## src/pcdc_pkg.sv

```systemverilog
package pcdc_pkg;

  localparam int unsigned AddrW  = 5;
  localparam int unsigned DataW  = 32;
  localparam int unsigned CurW   = 16;
  localparam int unsigned GainW  = 24;
  localparam int unsigned DutyW  = 16;
  localparam int unsigned ModeW  = 2;
  localparam int unsigned ErrW   = CurW + 1;
  localparam int unsigned IntegW = 32;
  localparam int unsigned PropW  = GainW + 1 + ErrW + 1;
  localparam int unsigned IprodW = GainW + 1 + IntegW;
  localparam int unsigned SumW   = IprodW + 1;
  localparam int unsigned FracW  = 16;
  localparam int unsigned RawW   = SumW - FracW;

  localparam logic [DutyW-1:0] FLOOR_RST = DutyW'(100);
  localparam logic [DutyW-1:0] CEIL_RST  = DutyW'(4900);

  typedef enum logic [ModeW-1:0] {
    MODE_BUCK  = 2'd0,
    MODE_BOOST = 2'd1,
    MODE_H2    = 2'd2,
    MODE_RSVD  = 2'd3
  } mode_t;

  localparam logic [2:0] REG_SETPOINT = 3'd0;
  localparam logic [2:0] REG_PROP     = 3'd1;
  localparam logic [2:0] REG_INTEG    = 3'd2;
  localparam logic [2:0] REG_MODE     = 3'd3;
  localparam logic [2:0] REG_FLOOR    = 3'd4;
  localparam logic [2:0] REG_CEIL     = 3'd5;

  typedef struct packed {
    logic signed [CurW-1:0] setpoint;
    logic [GainW-1:0]       prop_gain;
    logic [GainW-1:0]       integ_gain;
    mode_t                  mode;
    logic [DutyW-1:0]       duty_floor;
    logic [DutyW-1:0]       duty_ceiling;
  } cfg_t;

endpackage

```

## src/pcdc_clamp.sv

```systemverilog
module pcdc_clamp (
  input  logic                               clk,
  input  logic                               rst_n,
  input  pcdc_pkg::cfg_t                     cfg,
  input  logic                               prod_valid,
  output logic                               prod_ready,
  input  logic signed [pcdc_pkg::PropW-1:0]  pprod,
  input  logic signed [pcdc_pkg::IprodW-1:0] iprod,
  output logic                               out_valid,
  input  logic                               out_ready,
  output logic [pcdc_pkg::DutyW-1:0]         out_duty,
  output logic                               out_clamped
);
  import pcdc_pkg::*;

  logic                   vld_r;
  logic [DutyW-1:0]       duty_r;
  logic [DutyW-1:0]       duty_nxt;
  logic                   clamp_r;
  logic                   clamp_nxt;
  logic signed [SumW-1:0] sum;
  logic signed [RawW-1:0] raw;
  logic signed [RawW-1:0] ceil_ext;
  logic signed [RawW-1:0] floor_ext;
  logic                   take;

  assign prod_ready  = !vld_r || out_ready;
  assign take        = prod_valid && prod_ready;
  assign out_valid   = vld_r;
  assign out_duty    = duty_r;
  assign out_clamped = clamp_r;

  // arithmetic shift gives floor division by 2^16
  assign sum       = SumW'(pprod) + SumW'(iprod);
  assign raw       = sum[SumW-1:FracW];
  assign ceil_ext  = signed'(RawW'(cfg.duty_ceiling));
  assign floor_ext = signed'(RawW'(cfg.duty_floor));

  always_comb begin
    if (raw > ceil_ext) begin
      duty_nxt  = cfg.duty_ceiling;
      clamp_nxt = 1'b1;
    end else if (raw < floor_ext) begin
      duty_nxt  = cfg.duty_floor;
      clamp_nxt = 1'b1;
    end else begin
      duty_nxt  = raw[DutyW-1:0];
      clamp_nxt = 1'b0;
    end
  end

  always_ff @(posedge clk) begin
    if (!rst_n) begin
      vld_r <= 1'b0;
    end else if (prod_ready) begin
      vld_r <= prod_valid;
    end
  end

  always_ff @(posedge clk) begin
    if (take) begin
      duty_r  <= duty_nxt;
      clamp_r <= clamp_nxt;
    end
  end

endmodule

```

## config.mk

```make
export PLATFORM = sky130hd
export DESIGN_NAME = pcdc_clamp
export DESIGN_NICKNAME = d
export VERILOG_FILES = /design/src/pcdc_pkg.sv /design/src/pcdc_clamp.sv
export SDC_FILE = /design/constraint.sdc
export NUM_CORES = 1
export LEC_CHECK = 0
export ABC_AREA = 1
export BUFFER_PORTS_ARGS = -buffer_cell sky130_fd_sc_hd__buf_2
export CAP_MARGIN = 20
export CORE_MARGIN = 5
export CORE_UTILIZATION = 54
export CTS_CLUSTER_SIZE = 14
export DETAILED_ROUTE_END_ITERATION = 10
export GPL_ROUTABILITY_DRIVEN = 1
export PLACE_DENSITY = 0.84
export SKIP_LAST_GASP = 1
export SLEW_MARGIN = 5
export SYNTH_ARGS = -nofsm -noshare
export SYNTH_HDL_FRONTEND = slang
export SYNTH_SLANG_ARGS = --single-unit
```

## constraint.sdc

```tcl
create_clock -name clk -period 4.4 [get_ports clk]
set_input_delay 0.44 -clock clk [delete_from_list [all_inputs] [get_ports clk]]
set_output_delay 0.44 -clock clk [all_outputs]
set_load 0.02 [all_outputs]
```

After elaboration in Yosys (flattened, before gate mapping)
Cells that the tools add are included. W data, S select, Z words.

Flip-flop bits (word level): 18. Bits of input ports: 202. Word-level logic and storage cells: 12.

Add/subtract/negate cells: 1. Magnitude comparators: 2. Multiplexer cells: 3. Reductions and logical operators: 3.

Operator list (count): $add A43 B57 Y58 (1); $gt A42 B17 Y1 (1); $lt A42 B17 Y1 (1); $mux W16 (2); $logic_and A1 B1 Y1 (1); $logic_not A1 Y1 (1); $logic_or A1 B1 Y1 (1); $mux W1 (1).

Longest topological paths before layout
Depth in word-level cells: 4. Gate-level depth with buffers: 27. Mapped depth without buffers: 26.

Worst setup path after synthesis
No wires, ideal clock.

Kind: input -> register. Start: in pprod[21] (netlist name). End: reg duty_r[5], in the netlist out_duty[5], data pin. Setup time: 0.253 ns. Data arrival time: 3.117 ns. Required time: 4.147 ns. Path slack: 1.030 ns. Cell stages on the path: 22. Buffers on the path: 1. Path through: ha_1 -> nand2_1 -> inv_1 -> nand2_1 -> nand2_1 -> nand2_1 -> nand2_1 -> o21bai_1 -> a31o_2 -> xor2_1 -> ha_1 -> a21oi_1 -> nor2_1 -> a211oi_1 -> o211ai_1 -> nor2_1 -> nand3_4 -> nand2_4 -> buf_6 -> nand2_1 -> nand3_1 -> nand2_1.

Longest elaborated chain between the ends: 4. Elaborated cells between the ends (all ways): 5. Those cells by class: add/sub (1); order compare (2); mux (2).

RTL lines: from (decl) (RTL line pcdc_clamp.sv:7) `input logic signed [pcdc_pkg::PropW-1:0] pprod,`; $add A43 B57 Y58 (*) (RTL line pcdc_clamp.sv:34) `assign sum = SumW'(pprod) + SumW'(iprod);`; $lt A42 B17 Y1 (RTL line pcdc_clamp.sv:43) `end else if (raw < floor_ext) begin`; $mux W16 (RTL line pcdc_clamp.sv:43); $mux W16 (*) (RTL line pcdc_clamp.sv:40) `if (raw > ceil_ext) begin`; named net duty_nxt[5] (RTL line pcdc_clamp.sv:18) `logic [DutyW-1:0] duty_nxt;`; to (signal assigned) (RTL line pcdc_clamp.sv:62) `duty_r <= duty_nxt;`; to (decl) (RTL line pcdc_clamp.sv:17) `logic [DutyW-1:0] duty_r;`.

The timed path passes the listed nets; every way through them passes the cells marked *. A chain may end at the register's enable or synchronous reset.

Final worst setup path
Start: in pprod[20] (netlist name). End: reg duty_r[9], in the netlist out_duty[9], data pin.

The elaborated chain is that of the path after synthesis.

==> results.yml <==
final_layout:
  mostFrequentLayoutCells: "nand2_1, inv_1, buf_2"
  most_common_cell_after_layout_fill_and_taps_aside: "nand2_1"
  fin_cells: 1674
  nNetsFinal: 1792
  synthToLayoutAreaGrowth_pct: 15.2
  drive_above_1_share_pct: 14.4
  post-route-util_pct: 63.4
  antenna_diode_count: 0
setup_path:
  critPathTopFamily: "simple AND/OR/NAND/NOR gates"
  slowest_stage: "ha_1"
  crit_path_cell_trace: "buf_2, ha_1, nand2_1, nor2_1, nand2_1, nor2_1, nand2_1, nand3_2, nand2_1, nand2_1, xor2_1, ha_1, nand2_1, nor2_1, a211oi_1, o21ai_0, nand2_1, nand3_1, nor2_1, nand2_2, buf_4, nand4_1, nand2_1"
  cp_data_arrival_time_ps: 3910
  worst_r2r_startpoint: "out_valid"
  path_common_cell: "nand2_1"
  end_kind: "flop"
  cpPeakStageDelay_ps: 340
  cp.required_ps: 4400
  critPathBufInv: 2
  setup.worst_path.start_class: "input pin"
  timing.reg2reg.setup_slack_ps: 3370
  timing.rr.end: "out_duty[2]"
  critPathMaxFanout: 10
  worst-r2r-cell-count: 2
  critical_path_class: "in2reg"
min_path:
  holdCritPathClass: "in2reg"
  min-delay-start: "rst_n"
  hold-path-cell-count: 2
  worst_min_delay_path_endpoint: "out_valid"
synth:
  synthesis.instances: 1347
  synth_warnings: 0
  synth_sequential_area_ratio_pct: 7.63
  most_used_flip_flop_cell_after_synthesis: "edfxtp_1"
  synth_area_um2: 6950
  count_of_flip_flops_with_a_built_in_enable_after_synthesis: 17
  count_of_distinct_cell_types_in_the_synthesized_netlist: 37
  syn_nets: 1636
  postSynth.asyncResetShare_pct: 0
  syn-mean-instance-area_um2: 5.16
  number_of_storage_elements_in_the_synthesis_netlist: 18
pwr:
  switchingPower_w: 0.000777
  share_seq_of_total_power_pct: 15.1
  power.clock.fraction_pct: 12.3
  p_per_area_nw_per_um2: 189
  comb_power_share_pct: 72.6
  sw_ratio_pct: 51.5
  power_leakage_nw: 5.15
  cell_internal_pwr_w: 0.000732
  irDropWorstVdd_uv: 118
clock_network:
  post_cts_resize_count: 0
  tritoncts_clock_tree: "done"
  post_cts.repair.setup_buffers: 0
  numCtsBuffers: 3
  clockBufferDepth: 2
  h_tree_levels: 1
  root_buffer: "clkbuf_16"
  insertion_delay_ps: 260
  worst_setup_hold_path_clk_slew_ps: 50
  post_cts_hold_buffer_count: 0
  number_of_sinks_handled_by_clock_tree_synthesis: 18
routing:
  ant_nets: 0
  wirelength_um: 21800
  vias: 8462
  drt_first_iter_violations: 612
  drc_errors: 0
  drt_pass1_iterations: 8
  routed_wire_length_per_instance_um: 13.0
  routed_via_density: 5.05
placed_design:
  routabilityCongestion: 1.03
  portBuffers: 154
  detailed_place_hpwl_um: 19400
  dp.cells: 1670
global_route:
  grt_max_degree: 37
  antenna_found_initial: 0
  grt_util_all_layers_pct: 28.5
  first_global_vias: 7795
  grt_overflow: 0
  grt_first_pass_wirelength_um: 34900
sta:
  finalSetupViolCount: 0
  worstMarginPinSlew_ps: 450
  finClkSkew_ps: 2.74
  fin_crit_ps: 3900
  final_hold_viol_count: 0
  slew-limit-headroom_pct: 69.9
  slew_viol_final: 0
  timing.final.crit_share_pct: 88.7
  total_negative_slack_ps: 0
  maxClockFrequency_mhz: 256
  rsz0062_at_grt: "no"
die:
  start_util_pct: 55.1
  design.die.area_um2: 15200
  die_h_um: 123
  floorplan.core_area_um2: 12600
  num_rows: 41
  floorplan.die.width_um: 123
  io_pins: 221
run:
  number_of_max_cap_violations: 0
status:
  status: "finished clean"
## flip-flops by register name, summed over array words and instances (netlist names)
register,flops
out_valid,1
out_clamped,1
out_duty,16
## per-layer routing
layer  global-route usage [%]  share of wire, %
met1                     37.1                43
met2                     50.3                46
met3                     1.78               7.8
met4                     8.72               2.6
met5                        0                 0
## logic make-up after synthesis
group,after synthesis,synth area share (%)
buf+inv,315,17.3
flops,18,7.63
compound gates,104,8.48
fa+ha+maj,87,15.7
simple gates,808,49.1
xor+xnor,15,1.89
## through the flow
| stage | hold WS (ps) | instance area (um2) | power (W) | setup WS, ps |
|---|---|---|---|---|
| detailed placement | 513 | 7930 | 0.00131 | 302 |
| CTS | 445 | 8000 | 0.00150 | 554 |
| floorplan | 594 | 6950 | 0.00100 | 1030 |
| finish | 443 | 8000 | 0.00151 | 496 |
| global route | 452 | 8000 | 0.00166 | 184 |
| global placement | 491 | 7930 | 0.00129 | 364 |
## worst max path at each step
| stage | startpoint | endpoint | slack (ps) | cells past startpoint |
|---|---|---|---|---|
| 2_1_floorplan | pprod[21] | out_duty[5] | 1030 | 22 |
| 3_3_place_gp | pprod[20] | out_duty[2] | 360 | 23 |
| 3_5_place_dp | pprod[20] | out_duty[9] | 300 | 23 |
| 4_1_cts | pprod[20] | out_duty[9] | 550 | 23 |
| 5_1_grt | pprod[20] | out_duty[9] | 180 | 23 |
| 6_report | pprod[20] | out_duty[9] | 500 | 23 |
## power groups by stage
stage / clock, W / sequential (W) / combinational (W)
after floorplan: 0 / 0.000264 / 0.000739
after global placement: 0 / 0.000231 / 0.00106
after detailed placement: 0 / 0.000232 / 0.00108
after CTS: 0.000185 / 0.000229 / 0.00108
after global routing: 0.000193 / 0.000230 / 0.00124
final: 0.000185 / 0.000228 / 0.00110
## layout make-up
| type | count | area, um2 |
|---|---|---|
| Clock buffer | 3 | 75.1 |
| Clock inverter | 1 | 3.75 |
| Fill cell | 1354 | 4620 |
| Inverter | 307 | 1150 |
| Multi-Input combinational cell | 1014 | 5220 |
| Sequential cell | 18 | 531 |
| Tap cell | 172 | 215 |
| Timing Repair Buffer | 159 | 808 |
## cells in the mapped netlist (11+ instances only)
library cell	number	area, um2
nand2_1	550	2060
inv_1	281	1050
nor2_1	96	360
ha_1	87	1090
nand3_1	80	400
a21oi_1	59	295
nand4_1	33	206
inv_2	23	86.3
o21ai_0	18	90.1
edfxtp_1	17	510
xor2_1	13	114
o21bai_1	11	82.6
Note: power is estimated with default switching activity, not from simulation.
