`config.mk`:
```
export PLATFORM = sky130hd
export DESIGN_NAME = pcdc_integ
export DESIGN_NICKNAME = d
export VERILOG_FILES = /design/src/pcdc_pkg.sv /design/src/pcdc_integ.sv
export SDC_FILE = /design/constraint.sdc
export NUM_CORES = 1
export LEC_CHECK = 0
export BUFFER_PORTS_ARGS = -buffer_cell sky130_fd_sc_hd__buf_4
export CAP_MARGIN = 20
export CORE_MARGIN = 4
export CORE_UTILIZATION = 45
export CTS_CLUSTER_SIZE = 10
export DETAILED_ROUTE_END_ITERATION = 10
export GPL_TIMING_DRIVEN = 0
export PLACE_DENSITY = 0.71
export RECOVER_POWER = 25
export SYNTH_ARGS = -nofsm -noshare
export SYNTH_HDL_FRONTEND = slang
export SYNTH_SLANG_ARGS = --single-unit
```
`constraint.sdc`:
```
create_clock -name clk -period 15.14 [get_ports clk]
set_clock_uncertainty 0.1 [all_clocks]
set_input_delay 1.514 -clock clk [delete_from_list [all_inputs] [get_ports clk]]
set_output_delay 1.514 -clock clk [all_outputs]
set_load 0.05 [all_outputs]
```
`src/pcdc_pkg.sv`:
```
package pcdc_pkg;

  localparam int unsigned AddrW  = 5;
  localparam int unsigned DataW  = 32;
  localparam int unsigned CurW   = 16;
  localparam int unsigned GainW  = 24;
  localparam int unsigned DutyW  = 16;
  localparam int unsigned ModeW  = 2;
  localparam int unsigned ErrW   = CurW + 1;
  localparam int unsigned IntegW = 32;
  localparam int unsigned PropW  = GainW + 1 + ErrW + 1;
  localparam int unsigned IprodW = GainW + 1 + IntegW;
  localparam int unsigned SumW   = IprodW + 1;
  localparam int unsigned FracW  = 16;
  localparam int unsigned RawW   = SumW - FracW;

  localparam logic [DutyW-1:0] FLOOR_RST = DutyW'(100);
  localparam logic [DutyW-1:0] CEIL_RST  = DutyW'(4900);

  typedef enum logic [ModeW-1:0] {
    MODE_BUCK  = 2'd0,
    MODE_BOOST = 2'd1,
    MODE_H2    = 2'd2,
    MODE_RSVD  = 2'd3
  } mode_t;

  localparam logic [2:0] REG_SETPOINT = 3'd0;
  localparam logic [2:0] REG_PROP     = 3'd1;
  localparam logic [2:0] REG_INTEG    = 3'd2;
  localparam logic [2:0] REG_MODE     = 3'd3;
  localparam logic [2:0] REG_FLOOR    = 3'd4;
  localparam logic [2:0] REG_CEIL     = 3'd5;

  typedef struct packed {
    logic signed [CurW-1:0] setpoint;
    logic [GainW-1:0]       prop_gain;
    logic [GainW-1:0]       integ_gain;
    mode_t                  mode;
    logic [DutyW-1:0]       duty_floor;
    logic [DutyW-1:0]       duty_ceiling;
  } cfg_t;

endpackage

```
`src/pcdc_integ.sv`:
```
module pcdc_integ (
  input  logic                               clk,
  input  logic                               rst_n,
  input  pcdc_pkg::cfg_t                     cfg,
  input  logic                               in_valid,
  output logic                               in_ready,
  input  logic signed [pcdc_pkg::CurW-1:0]   in_meas,
  output logic                               err_valid,
  input  logic                               err_ready,
  output logic signed [pcdc_pkg::ErrW-1:0]   err,
  output logic signed [pcdc_pkg::IntegW-1:0] integ
);
  import pcdc_pkg::*;

  localparam logic signed [IntegW:0] IntMax = (IntegW+1)'((64'sd1 <<< (IntegW-1)) - 1);
  localparam logic signed [IntegW:0] IntMin = -(IntegW+1)'(64'sd1 <<< (IntegW-1));

  logic                     vld_r;
  logic signed [ErrW-1:0]   err_r;
  logic signed [ErrW-1:0]   err_nxt;
  logic signed [IntegW-1:0] integ_r;
  logic signed [IntegW-1:0] integ_nxt;
  logic signed [IntegW:0]   acc;
  logic                     take;

  assign in_ready  = !vld_r || err_ready;
  assign take      = in_valid && in_ready;
  assign err_valid = vld_r;
  assign err       = err_r;
  assign integ     = integ_r;

  always_comb begin
    if (cfg.mode == MODE_BOOST) begin
      err_nxt = ErrW'(cfg.setpoint) + ErrW'(in_meas);
    end else begin
      err_nxt = ErrW'(cfg.setpoint) - ErrW'(in_meas);
    end
    acc = (IntegW+1)'(integ_r) + (IntegW+1)'(err_nxt);
    if (acc > IntMax) begin
      integ_nxt = IntMax[IntegW-1:0];
    end else if (acc < IntMin) begin
      integ_nxt = IntMin[IntegW-1:0];
    end else begin
      integ_nxt = acc[IntegW-1:0];
    end
  end

  always_ff @(posedge clk) begin
    if (!rst_n) begin
      vld_r   <= 1'b0;
      integ_r <= '0;
    end else begin
      if (in_ready) begin
        vld_r <= in_valid;
      end
      if (take) begin
        integ_r <= integ_nxt;
      end
    end
  end

  always_ff @(posedge clk) begin
    if (take) begin
      err_r <= err_nxt;
    end
  end

endmodule

```
# After elaboration in Yosys (flattened, before gate mapping)
# Cells that the tools add are included.
[totals] ff_bits=50 inputBits=118 out_inout_bits=51 elab_cells=15
[op_classes] addsub=3 n_lt_le_gt_ge=2 eq_ne=1 n_mux=3 reduce_logical=3
[ops] op="32-bit two-way mux" n=2
[ops] op="32-bit by 17-bit adder with 33-bit output" n=1
[ops] op="33-bit by 32-bit > comparator with 1-bit output, second input constant" n=1
[ops] op="33-bit by 32-bit less-than comparator with 1-bit output, second input constant" n=1
[ops] op="16-bit by 16-bit adder with 17-bit output" n=1
[ops] op="17-bit two-way mux" n=1
[ops] op="16-bit by 16-bit subtractor with 17-bit output" n=1
[ops] op="2-bit by 1-bit == test with 1-bit output, second input constant" n=1
[ops] op="1-bit logical AND" n=1
[ops] op="1-bit logical NOT" n=1
[ops] op="1-bit logical OR" n=1

# Depth between registers and ports, before layout
[depth] depth_word=6 mapped_depth=25 ltp_nobuf=23

# Worst setup path before layout
# No wires, ideal clock.
[synth_timing] path_type="input to register" start="input port cfg[33] in the netlist's numbering" end="register integ_r[10], in the netlist integ[10]" setup_ns=0.142 arrival_time_ns=6.596 required_time_ns=14.898 slack_ns=8.302 stages=23 path_buffers=2 cell_sequence="nand2b_1 > clkbuf_1 > o21ai_0 > inv_1 > fa_1 > nor2b_1 > o21a_1 > o21ai_0 > a211oi_1 > nor2_1 > nand2_1 > a311oi_1 > xnor2_1 > ha_1 > a21oi_1 > o21ai_0 > a21oi_1 > nor2_1 > a2111oi_0 > a31oi_1 > nand3_1 > buf_2 > a41oi_1"
[synth_via] elab_chain_len=6 word_cells_on_any_way=7 classes_between="1 x add/sub; 2 x order compare; 1 x eq/ne; 3 x mux"
[synth_rtl] item="start: declaration" line_no="pcdc_integ.sv:4" source="input pcdc_pkg::cfg_t cfg,"
[synth_rtl] item="2-bit by 1-bit == test with 1-bit output *" line_no="pcdc_integ.sv:33" source="if (cfg.mode == MODE_BOOST) begin"
[synth_rtl] item="17-bit two-way mux *" line_no="pcdc_integ.sv:33"
[synth_rtl] item="net err_nxt[16]" line_no="pcdc_integ.sv:20" source="logic signed [ErrW-1:0] err_nxt;"
[synth_rtl] item="32-bit by 17-bit adder with 33-bit output *" line_no="pcdc_integ.sv:38" source="acc = (IntegW+1)'(integ_r) + (IntegW+1)'(err_nxt);"
[synth_rtl] item="33-bit by 32-bit less-than comparator with 1-bit output" line_no="pcdc_integ.sv:41" source="end else if (acc < IntMin) begin"
[synth_rtl] item="32-bit two-way mux" line_no="pcdc_integ.sv:41"
[synth_rtl] item="32-bit two-way mux *" line_no="pcdc_integ.sv:39" source="if (acc > IntMax) begin"
[synth_rtl] item="end signal: assignment" line_no="pcdc_integ.sv:57" source="integ_r <= integ_nxt;"
[synth_rtl] item="end: declaration" line_no="pcdc_integ.sv:21" source="logic signed [IntegW-1:0] integ_r;"
# The timed path passes the listed nets; every way through them passes the cells marked *.
# A chain may end at the register's enable or synchronous reset.

# Worst setup path after layout
[layout_timing] start="input port in_meas[0] in the netlist's numbering" end="register integ_r[19], in the netlist integ[19]"
[layout_via] elab_chain_len=6 word_cells_on_any_way=8 classes_between="3 x add/sub; 2 x order compare; 3 x mux"
[layout_rtl] item="start: declaration" line_no="pcdc_integ.sv:7" source="input logic signed [pcdc_pkg::CurW-1:0] in_meas,"
[layout_rtl] item="16-bit by 16-bit subtractor with 17-bit output or 16-bit by 16-bit adder with 17-bit output (tied branches)" line_no="pcdc_integ.sv:36, pcdc_integ.sv:34"
[layout_rtl] item="17-bit two-way mux *" line_no="pcdc_integ.sv:33"
[layout_rtl] item="net err_nxt[16]" line_no="pcdc_integ.sv:20"
[layout_rtl] item="32-bit by 17-bit adder with 33-bit output *" line_no="pcdc_integ.sv:38"
[layout_rtl] item="33-bit by 32-bit less-than comparator with 1-bit output" line_no="pcdc_integ.sv:41"
[layout_rtl] item="32-bit two-way mux" line_no="pcdc_integ.sv:41"
[layout_rtl] item="32-bit two-way mux *" line_no="pcdc_integ.sv:39"
# Marked as above.

==> results.yml <==
yosys:
  synth_edf_count: 17
  avgSynthCellArea_um2: 8.09
  synth_cell_type_count: 78
  synth_most_common_cell: "nand2_1"
  synth_area_um2: 5570
  ys.flop_type: "dfxtp_1"
  yosysSeqAreaShare_pct: 21.0
  yosysWarnings: 0
  synth_area_leaders: "dfxtp_1 12%, ha_1 11%, edfxtp_1 9.2%"
  synth.top_cell.area_share_pct: 11.9
  synth_top_cells_by_count: "70 x nand2_1, 50 x ha_1, 49 x a21oi_1"
  syn_inst: 689
  ys_seq_elements: 50
  synth_area_leader_cell: "dfxtp_1"
  ys_async_sr_fraction_pct: 0
  syn_nets: 859
placement:
  hpwl_um: 13200
  postPlaceCellArea_um2: 6480
  io_buffers: 88
  place_congestion: 0.930
cts:
  cts_tree: "yes"
  htreeDepth: 2
  cts.path.max_buffers: 2
  cts_buffers: 5
  cts_hold_buffers: 0
  cts_root_buf: "clkbuf_16"
  cts.clk_slew.worst_paths_ps: 80
  clock_latency_ps: 300
  cts_resized: 0
  post_cts_buffers: 0
  cts_sinks: 50
layout:
  fin_nets: 956
  layout-drive-gt1-share_pct: 14.5
  multi_input_area_um2: 4180
  seq_area_um2: 1170
  syn_to_final_growth_pct: 17.1
  fillers: 1172
  final_area_um2: 6530
  diodes: 0
  fin_util_pct: 54.1
global_routing:
  track_usage_pct: 22.6
  grt_pass1_wl_um: 26900
  overflow: 0
  first_global_vias: 5511
  antenna_found_initial: 0
  grt_max_degree: 19
route:
  post_drt_wl_per_cell_um: 17.5
  ant_nets: 0
  viasPerCell: 6.05
  vias: 5778
  drt_pass1_iterations: 5
  drc_errors: 0
  drt_wl_total_um: 16700
  drtIter0Drc: 560
floorplan:
  die_w_um: 119
  die_area_um2: 14200
  die_h_um: 119
  coreArea_um2: 12100
  start_util_pct: 46.2
  fp-row-count: 40
  io_pins: 169
critical_path:
  slowest_delay_ps: 780
  crit_family: "compound AO/OA/AOI/OAI gates"
  critPathBufInv: 4
  cp-end-kind: "register"
  slowest_stage: "a2111oi_0"
  crit_arrival_ps: 7680
  startpoint_type: "primary input"
  crit_type: "primary input to register"
  required_ps: 15200
  cp_max_fo: 16
hold_path:
  min_path_type: "register to register"
power_and_ir_drop:
  p_leak_uw: 0.00275
  p_per_area_nw_per_um2: 215
  power_uw: 1400
  ir_worst_vdd_mv: 0.118
sta:
  fmax_ghz: 0.131
  rsz0062_at_grt: "no"
  final_hold_viol_count: 0
  setup_viol: 0
  period_needed_ps: 7620
  post-route-period-util_pct: 50.4
  final_max_slew_viol_count: 0
  max_slew.worst_pin.slew_ps: 1180
  slew-limit-headroom_pct: 19.4
  setup_tns_ps: 0
run_status:
  outcome: "finished clean"
job:
  cap_violations: 0
[cells in the final DEF (no fill, tap or decap), drive strengths merged, types with 16 or more instances in the layout]
cell type and n:
inv 25, nand2 70, nor2 44, edfxtp 17, o211ai 27, a21oi 50
a41oi 16, ha 50, buf 69, o21ai 30, dfxtp 33, a21o 22
nand3 23, clkbuf 56, xnor2 32, nor3 25
[metal layers]
| layer | global-route usage (%) | share of wire [%] |
|---|---|---|
| met1 | 31.4 | 47 |
| met5 | 0 | 0 |
| met3 | 2.61 | 5.3 |
| met4 | 5.43 | 1.8 |
| met2 | 37.2 | 46 |
[flip-flops by register name, indices dropped and copies added (netlist names)]
signal,cells
err,17
err_valid,1
integ,32
[area by class of cell]
cell class,instances,area share [%]
Buffer,30,2.09
Clock inverter,3,0.441
Tap cell,168,3.22
Multi-Input combinational cell,584,64.0
Timing Repair Buffer,90,8.92
Sequential cell,50,17.9
Clock buffer,5,1.92
Inverter,25,1.44
[worst reg2reg max path: cells and delay by family (launching register included)]
kind	cells	cell delay (ps)
fa+ha+maj	2	620
buf+inv	2	550
flops	1	370
simple gates	1	190
compound gates	7	2020
[where the power goes]
part / switching [µW] / total, µW / internal, µW
combinational: 686 / 1060 / 376
clock: 59.6 / 123 / 63.3
sequential: 35.5 / 219 / 184
[stage by stage]
stage               instances  setup slack (ps)  hold slack, ps
floorplan                 689              8300             611
global route              955              7050             441
global placement          945              6340             392
finish                    955              7520             416
CTS                       955              7620             417
detailed placement        947              7350             403
[kinds of logic after synthesis]
kind of cell	share of synthesized area (%)
AOI/OAI and AO/OA	33.0
xor gates and xnor gates	7.23
adders and majority gates	11.9
buffers and inverters	4.13
DFF	21.0
muxes	1.46
and+or+nand+nor	21.2
[final timing paths]
check	startpoint	to	slack, ps	cells after the start
worst min register to register	integ[14]	integ[14]	420	2
worst max register to register	integ[0]	integ[19]	11200	12
worst max-delay path	in_meas[0]	integ[19]	7520	25
worst min-delay path	integ[14]	integ[14]	420	2
Note: power is estimated with default switching activity, not from simulation.
