$ cat src/pcdc_pkg.sv
package pcdc_pkg;

  localparam int unsigned AddrW  = 5;
  localparam int unsigned DataW  = 32;
  localparam int unsigned CurW   = 16;
  localparam int unsigned GainW  = 24;
  localparam int unsigned DutyW  = 16;
  localparam int unsigned ModeW  = 2;
  localparam int unsigned ErrW   = CurW + 1;
  localparam int unsigned IntegW = 32;
  localparam int unsigned PropW  = GainW + 1 + ErrW + 1;
  localparam int unsigned IprodW = GainW + 1 + IntegW;
  localparam int unsigned SumW   = IprodW + 1;
  localparam int unsigned FracW  = 16;
  localparam int unsigned RawW   = SumW - FracW;

  localparam logic [DutyW-1:0] FLOOR_RST = DutyW'(100);
  localparam logic [DutyW-1:0] CEIL_RST  = DutyW'(4900);

  typedef enum logic [ModeW-1:0] {
    MODE_BUCK  = 2'd0,
    MODE_BOOST = 2'd1,
    MODE_H2    = 2'd2,
    MODE_RSVD  = 2'd3
  } mode_t;

  localparam logic [2:0] REG_SETPOINT = 3'd0;
  localparam logic [2:0] REG_PROP     = 3'd1;
  localparam logic [2:0] REG_INTEG    = 3'd2;
  localparam logic [2:0] REG_MODE     = 3'd3;
  localparam logic [2:0] REG_FLOOR    = 3'd4;
  localparam logic [2:0] REG_CEIL     = 3'd5;

  typedef struct packed {
    logic signed [CurW-1:0] setpoint;
    logic [GainW-1:0]       prop_gain;
    logic [GainW-1:0]       integ_gain;
    mode_t                  mode;
    logic [DutyW-1:0]       duty_floor;
    logic [DutyW-1:0]       duty_ceiling;
  } cfg_t;

endpackage

$ cat src/pcdc_regs.sv
module pcdc_regs (
  input  logic                        clk,
  input  logic                        rst_n,
  input  logic                        psel,
  input  logic                        penable,
  input  logic                        pwrite,
  input  logic [pcdc_pkg::AddrW-1:0]  paddr,
  input  logic [pcdc_pkg::DataW-1:0]  pwdata,
  output logic [pcdc_pkg::DataW-1:0]  prdata,
  output logic                        pready,
  output pcdc_pkg::cfg_t              cfg
);
  import pcdc_pkg::*;

  cfg_t       cfg_r;
  cfg_t       cfg_nxt;
  logic [2:0] idx;
  logic       wr_en;

  assign idx    = paddr[AddrW-1:2];
  assign wr_en  = psel & penable & pwrite;
  assign pready = 1'b1;
  assign cfg    = cfg_r;

  always_comb begin
    cfg_nxt = cfg_r;
    if (wr_en) begin
      unique case (idx)
        REG_SETPOINT: cfg_nxt.setpoint     = pwdata[CurW-1:0];
        REG_PROP:     cfg_nxt.prop_gain    = pwdata[GainW-1:0];
        REG_INTEG:    cfg_nxt.integ_gain   = pwdata[GainW-1:0];
        REG_MODE:     cfg_nxt.mode         = mode_t'(pwdata[ModeW-1:0]);
        REG_FLOOR:    cfg_nxt.duty_floor   = pwdata[DutyW-1:0];
        REG_CEIL:     cfg_nxt.duty_ceiling = pwdata[DutyW-1:0];
        default:      cfg_nxt = cfg_r;
      endcase
    end
  end

  always_comb begin
    unique case (idx)
      REG_SETPOINT: prdata = DataW'(cfg_r.setpoint);
      REG_PROP:     prdata = DataW'(cfg_r.prop_gain);
      REG_INTEG:    prdata = DataW'(cfg_r.integ_gain);
      REG_MODE:     prdata = DataW'(cfg_r.mode);
      REG_FLOOR:    prdata = DataW'(cfg_r.duty_floor);
      REG_CEIL:     prdata = DataW'(cfg_r.duty_ceiling);
      default:      prdata = '0;
    endcase
  end

  always_ff @(posedge clk) begin
    if (!rst_n) begin
      cfg_r.setpoint     <= '0;
      cfg_r.prop_gain    <= '0;
      cfg_r.integ_gain   <= '0;
      cfg_r.mode         <= MODE_BUCK;
      cfg_r.duty_floor   <= FLOOR_RST;
      cfg_r.duty_ceiling <= CEIL_RST;
    end else begin
      cfg_r <= cfg_nxt;
    end
  end

endmodule

$ cat config.mk
export PLATFORM = sky130hd
export DESIGN_NAME = pcdc_regs
export DESIGN_NICKNAME = d
export VERILOG_FILES = /design/src/pcdc_pkg.sv /design/src/pcdc_regs.sv
export SDC_FILE = /design/constraint.sdc
export NUM_CORES = 1
export LEC_CHECK = 0
export ABC_AREA = 1
export BUFFER_PORTS_ARGS = -buffer_cell sky130_fd_sc_hd__buf_2
export CAP_MARGIN = 5
export CORE_ASPECT_RATIO = 0.7
export CORE_MARGIN = 3
export CORE_UTILIZATION = 35
export CTS_CLUSTER_DIAMETER = 100
export CTS_CLUSTER_SIZE = 8
export DETAILED_ROUTE_END_ITERATION = 7
export SKIP_CTS_REPAIR_TIMING = 1
export SYNTH_ARGS = -nofsm -noshare
export SYNTH_HDL_FRONTEND = slang
export SYNTH_SLANG_ARGS = --single-unit
$ cat constraint.sdc
create_clock -name clk -period 1.4 [get_ports clk]
set_input_delay 0.28 -clock clk [delete_from_list [all_inputs] [get_ports clk]]
set_output_delay 0.28 -clock clk [all_outputs]
set_load 0.005 [all_outputs]
* Word level (Yosys, flattened, before mapping)
Cells that the tools add are included.
** Operators by class
- Equality and inequality tests :: 5
- Multiplexer cells :: 1
- Bitwise logic cells :: 2
- Reductions and logical operators :: 7
** Operators with widths (count)
- 32-bit case mux with 6 select lines :: 1
- 2-bit AND reduction :: 6
- 3-bit by 2-bit equality test with 1-bit output (second input constant) :: 2
- 3-bit equality test (second input constant) :: 2
- 3-bit by 1-bit equality test with 1-bit output (second input constant) :: 1
- 3-bit logical NOT :: 1
- 1-bit AND :: 2
** Storage, ports and cells
- Bits in registers :: 98
- Logic and storage cells :: 21

* Longest topological paths before layout
- Depth in word-level cells :: 3
- Gate-level depth with buffers :: 9
- Mapped depth without buffers :: 7

* Worst setup path after synthesis
Ideal clock, no wire load.
- Kind :: input port to output port
- Start :: in paddr[2] (netlist bit)
- End :: out prdata[25] (netlist bit)
- Arrival :: 1.163 ns
- Path slack :: -0.043 ns
- Stages :: 7
- Cell sequence :: buf_6 > inv_1 > nand2_4 > nor2_4 > nand2_2 > inv_1 > buf_4
** On the way
- Longest elaborated chain between the ends :: 2
** RTL lines
- start, declared :: RTL line pcdc_regs.sv:7 : input logic [pcdc_pkg::AddrW-1:0] paddr,
- 3-bit equality test (tied with other cells) :: RTL line pcdc_regs.sv:41 : unique case (idx)
- 32-bit case mux with 6 select lines * :: RTL line pcdc_regs.sv:41
- end, declared :: RTL line pcdc_regs.sv:9 : output logic [pcdc_pkg::DataW-1:0] prdata,
Every way passes the cells marked *; elsewhere a longest branch is shown, timed or not.

* Worst setup path in the final report
- Start :: in paddr[4] (netlist bit)
- End :: out prdata[5] (netlist bit)
Same word-level chain as after synthesis.

==> flow_metrics.py <==
metrics = {
    "status": {
        "violations_in_the_final_reports": "negative setup slack",
        "run_status": "finished with violations",
    },
    "job": {
        "maxcap_violations": 0,
    },
    "final_layout": {
        "leading_cell_types_in_the_layout_fill_and_taps_excluded": "sky130_fd_sc_hd__nor2_1, sky130_fd_sc_hd__nand2_1, sky130_fd_sc_hd__buf_2",
        "largest_register_ff_count": 98,
        "area_growth_pct": 44.3,
        "share_of_final_layout_standard_cells_stronger_than_drive_strength_1_pct": 34.9,
        "antenna_cells": 0,
        "nNetsFinal": 1029,
        "filler_cell_count": 1405,
        "seq_area_sq_mm": 0.00197,
        "layout.cells.most_common": "sky130_fd_sc_hd__nor2_1",
        "multi_input_comb_area_sq_mm": 0.00279,
    },
    "placed_design": {
        "placement.io_buffers": 161,
        "gp_routability_congestion": 0.835,
        "detailedPlace.worstSlack_ns": -0.186,
        "hpwl_detailed_um": 11500,
    },
    "yosys": {
        "synth.ff_latch_count": 98,
        "synth.top_cell.area_share_pct": 38.0,
        "yosys.area_share.adder_pct": 0,
        "synth_xor_area_share_pct": 0,
        "synth_simple_gate_area_share_pct": 48.5,
        "ys_warn_count": 0,
        "synthMuxAreaShare_pct": 0,
        "synth_top_family_by_area": "simple AND/OR/NAND/NOR gates",
        "synth.cell_area_sq_mm": 0.00516,
        "synth_top_flop_cell": "sky130_fd_sc_hd__dfxtp_1",
        "synth_area_leader_cell": "sky130_fd_sc_hd__dfxtp_1",
        "syn_area_per_cell_sq_um": 6.48,
        "edff_count_synth": 0,
        "synthesis.instances": 797,
        "yosysSeqAreaShare_pct": 38.0,
        "synth_fp_nets": 839,
        "synth_compound_area_share_pct": 0.485,
        "synth.top_cells.by_area": "sky130_fd_sc_hd__dfxtp_1, sky130_fd_sc_hd__nand2_1, sky130_fd_sc_hd__nor2_1",
        "ys_async_sr_fraction_pct": 0,
        "yosys.cell_types.count": 23,
    },
    "global_route": {
        "track_usage_pct": 19.2,
        "gr-total-overflow": 0,
        "grt_start_max_net_pins": 49,
        "groute.layer.met2.usage_pct": 30.3,
        "grt-busiest-layer": "met2",
        "gr-usage-met3_pct": 4.55,
        "global_route_wire_length_before_repair_um": 24600,
        "number_of_global_route_vias_before_repair": 4549,
        "gr-usage-met1_pct": 27.0,
        "number_of_antenna_violations_at_the_first_check_in_global_routing": 0,
    },
    "timing": {
        "slew_viol_final": 0,
        "setup_violations": 32,
        "report.final.hold_viol_count": 0,
        "max_freq_ghz": 0.645,
        "period_minus_slack_ns": 1.55,
        "post-route-period-util_pct": 111,
        "rsz0062_at_grt": "true",
        "setup_tns_after_final_layout_ns": -2.46,
        "setup_skew_after_layout_ns": 0,
        "hold_slack_ns": 0.159,
        "worst_slack_ns": -0.151,
    },
    "clocking": {
        "clk_transition_reported_paths_ns": 0.07,
        "clock_tree.buffer_depth": 2,
        "clock_latency_at_the_later_pin_of_the_worst_skew_pair_ns": 0.34,
        "cts.htree.levels": 3,
        "clkSinkCount": 98,
        "cts_tree": "built",
        "cts-buffers-inserted": 9,
        "cts_root_buffer": "sky130_fd_sc_hd__clkbuf_16",
    },
    "routing": {
        "drt_iter0_markers": 285,
        "routed_wl_um": 17400,
        "detail_route.vias_per_cell": 4.64,
        "drt-wirelength-per-cell_um": 14.7,
        "post_route_antenna_net_violation_count": 0,
        "detailedRoute.firstPassIterationCount": 5,
        "detailroute.via_count": 5489,
        "drc_violations": 0,
    },
    "die": {
        "placeableCoreArea_sq_mm": 0.0142,
        "design.portCount": 173,
        "die_height_um": 108,
        "placement_rows": 36,
        "horiz_die_dim_um": 151,
        "floorplan.die_area_sq_mm": 0.0163,
        "floorplan.initialDensity_pct": 36.4,
    },
    "setup_path": {
        "worst_ep_arrival_time_ns": 1.27,
        "worstReg2RegEnd": "cfg[73]$_SDFFE_PN0P_",
        "critical_path_class": "in2out",
        "worst-path-max-fanout": 7,
        "worst_flop_to_flop_path_startpoint": "cfg[73]$_SDFFE_PN0P_",
        "critical_path_source_type": "primary input",
        "critical_path_required_ns": 1.12,
        "r2r_slack_ns": 0.73,
        "rr_worst_depth": 2,
        "setup.worst_path.end_class": "output pin",
    },
    "power_and_ir_drop": {
        "power.clock.fraction_pct": 43.9,
        "cellInternalPower_mw": 4.93,
        "total_leakage_power_nw": 3.88,
        "swShare_pct": 25.0,
        "power.share.sequential_pct": 43.4,
        "power.combinational.fraction_pct": 12.8,
        "finalPower_mw": 6.58,
        "power-per-cell-area_mw_per_mm2": 883,
        "vdd_drop_max_mv": 0.562,
        "power.switching_mw": 1.64,
    },
    "worst_hold_path": {
        "hold_path_startpoint": "pwdata[8]",
        "min_to": "cfg[8]$_SDFFE_PN1P_",
        "hold_class": "in2reg",
        "hold_depth": 3,
    },
}
## worst max-delay path, cell delays in order
cell	delay, ns
sky130_fd_sc_hd__buf_12	0.12
sky130_fd_sc_hd__clkinv_8	0.06
sky130_fd_sc_hd__nand2_8	0.05
sky130_fd_sc_hd__nor2_4	0.11
sky130_fd_sc_hd__buf_12	0.15
sky130_fd_sc_hd__buf_12	0.15
sky130_fd_sc_hd__nand2_2	0.05
sky130_fd_sc_hd__nand2_1	0.06
sky130_fd_sc_hd__inv_1	0.04
sky130_fd_sc_hd__nand2_1	0.07
sky130_fd_sc_hd__buf_2	0.12
## how the worst max path moves through the flow
stage | start | endpoint | slack, ns | depth (start not counted)
2_1_floorplan | paddr[2] | prdata[25] | 0.03 | 7
6_report | paddr[4] | prdata[5] | -0.15 | 11
3_3_place_gp | paddr[3] | prdata[9] | -0.20 | 8
4_1_cts | paddr[4] | prdata[5] | -0.21 | 10
5_1_grt | paddr[4] | prdata[10] | -0.19 | 11
3_5_place_dp | paddr[4] | prdata[10] | -0.19 | 10
## power by group through the flow
| stage | clock, mW | sequential, mW | combinational (mW) |
|---|---|---|---|
| floorplan | 0 | 2.91 | 0.412 |
| global placement | 0 | 2.92 | 0.699 |
| detailed placement | 0 | 2.92 | 0.702 |
| CTS | 2.90 | 2.85 | 0.705 |
| global route | 3.04 | 2.86 | 0.912 |
| finish | 2.88 | 2.85 | 0.839 |
## layer usage
metal,routed length (um),share of wire (%)
met4,103,0.59
met1,8080,46
met5,0,0
met3,1230,7.1
met2,7970,46
## metrics by stage
| stage | instance area (sq um) | std cells | utilization, % |
|---|---|---|---|
| after floorplan | 5160 | 797 | - |
| after global placement | 6410 | 1143 | 45.2 |
| after detailed placement | 6410 | 1143 | 45.2 |
| after CTS | 6750 | 1159 | 47.6 |
| after global routing | 7450 | 1182 | 52.5 |
| final | 7450 | 1182 | 52.5 |
## layout make-up
cell class / instances / share of cell area (%)
inverter: 59 / 3.48
multi-input combinational: 581 / 37.4
timing repair buffer: 238 / 24.9
sequential: 98 / 26.4
clock inverter: 7 / 1.56
tap: 190 / 3.19
clock buffer: 9 / 3.02
## synthesized netlist by cell type (2+ instances only)
master,count
sky130_fd_sc_hd__nor2_1,211
sky130_fd_sc_hd__dfxtp_1,98
sky130_fd_sc_hd__nand4_1,18
sky130_fd_sc_hd__buf_6,16
sky130_fd_sc_hd__buf_1,6
sky130_fd_sc_hd__nand2_2,6
sky130_fd_sc_hd__buf_4,16
sky130_fd_sc_hd__nor2_4,8
sky130_fd_sc_hd__inv_1,56
sky130_fd_sc_hd__nand3_4,2
sky130_fd_sc_hd__nor2_8,3
sky130_fd_sc_hd__buf_2,12
sky130_fd_sc_hd__nand2_1,212
sky130_fd_sc_hd__nand3_1,112
sky130_fd_sc_hd__o21ai_0,5
sky130_fd_sc_hd__clkbuf_1,9
## logic make-up (layout without fill, tap and decap cells)
group,count (synthesis),in the layout
AO/OA/AOI/OAI,5,5
buffers and inverters,119,313
flip-flops,98,98
other,1,1
AND/OR/NAND/NOR,574,575
No activity file was read; power rests on OpenSTA's default activity.
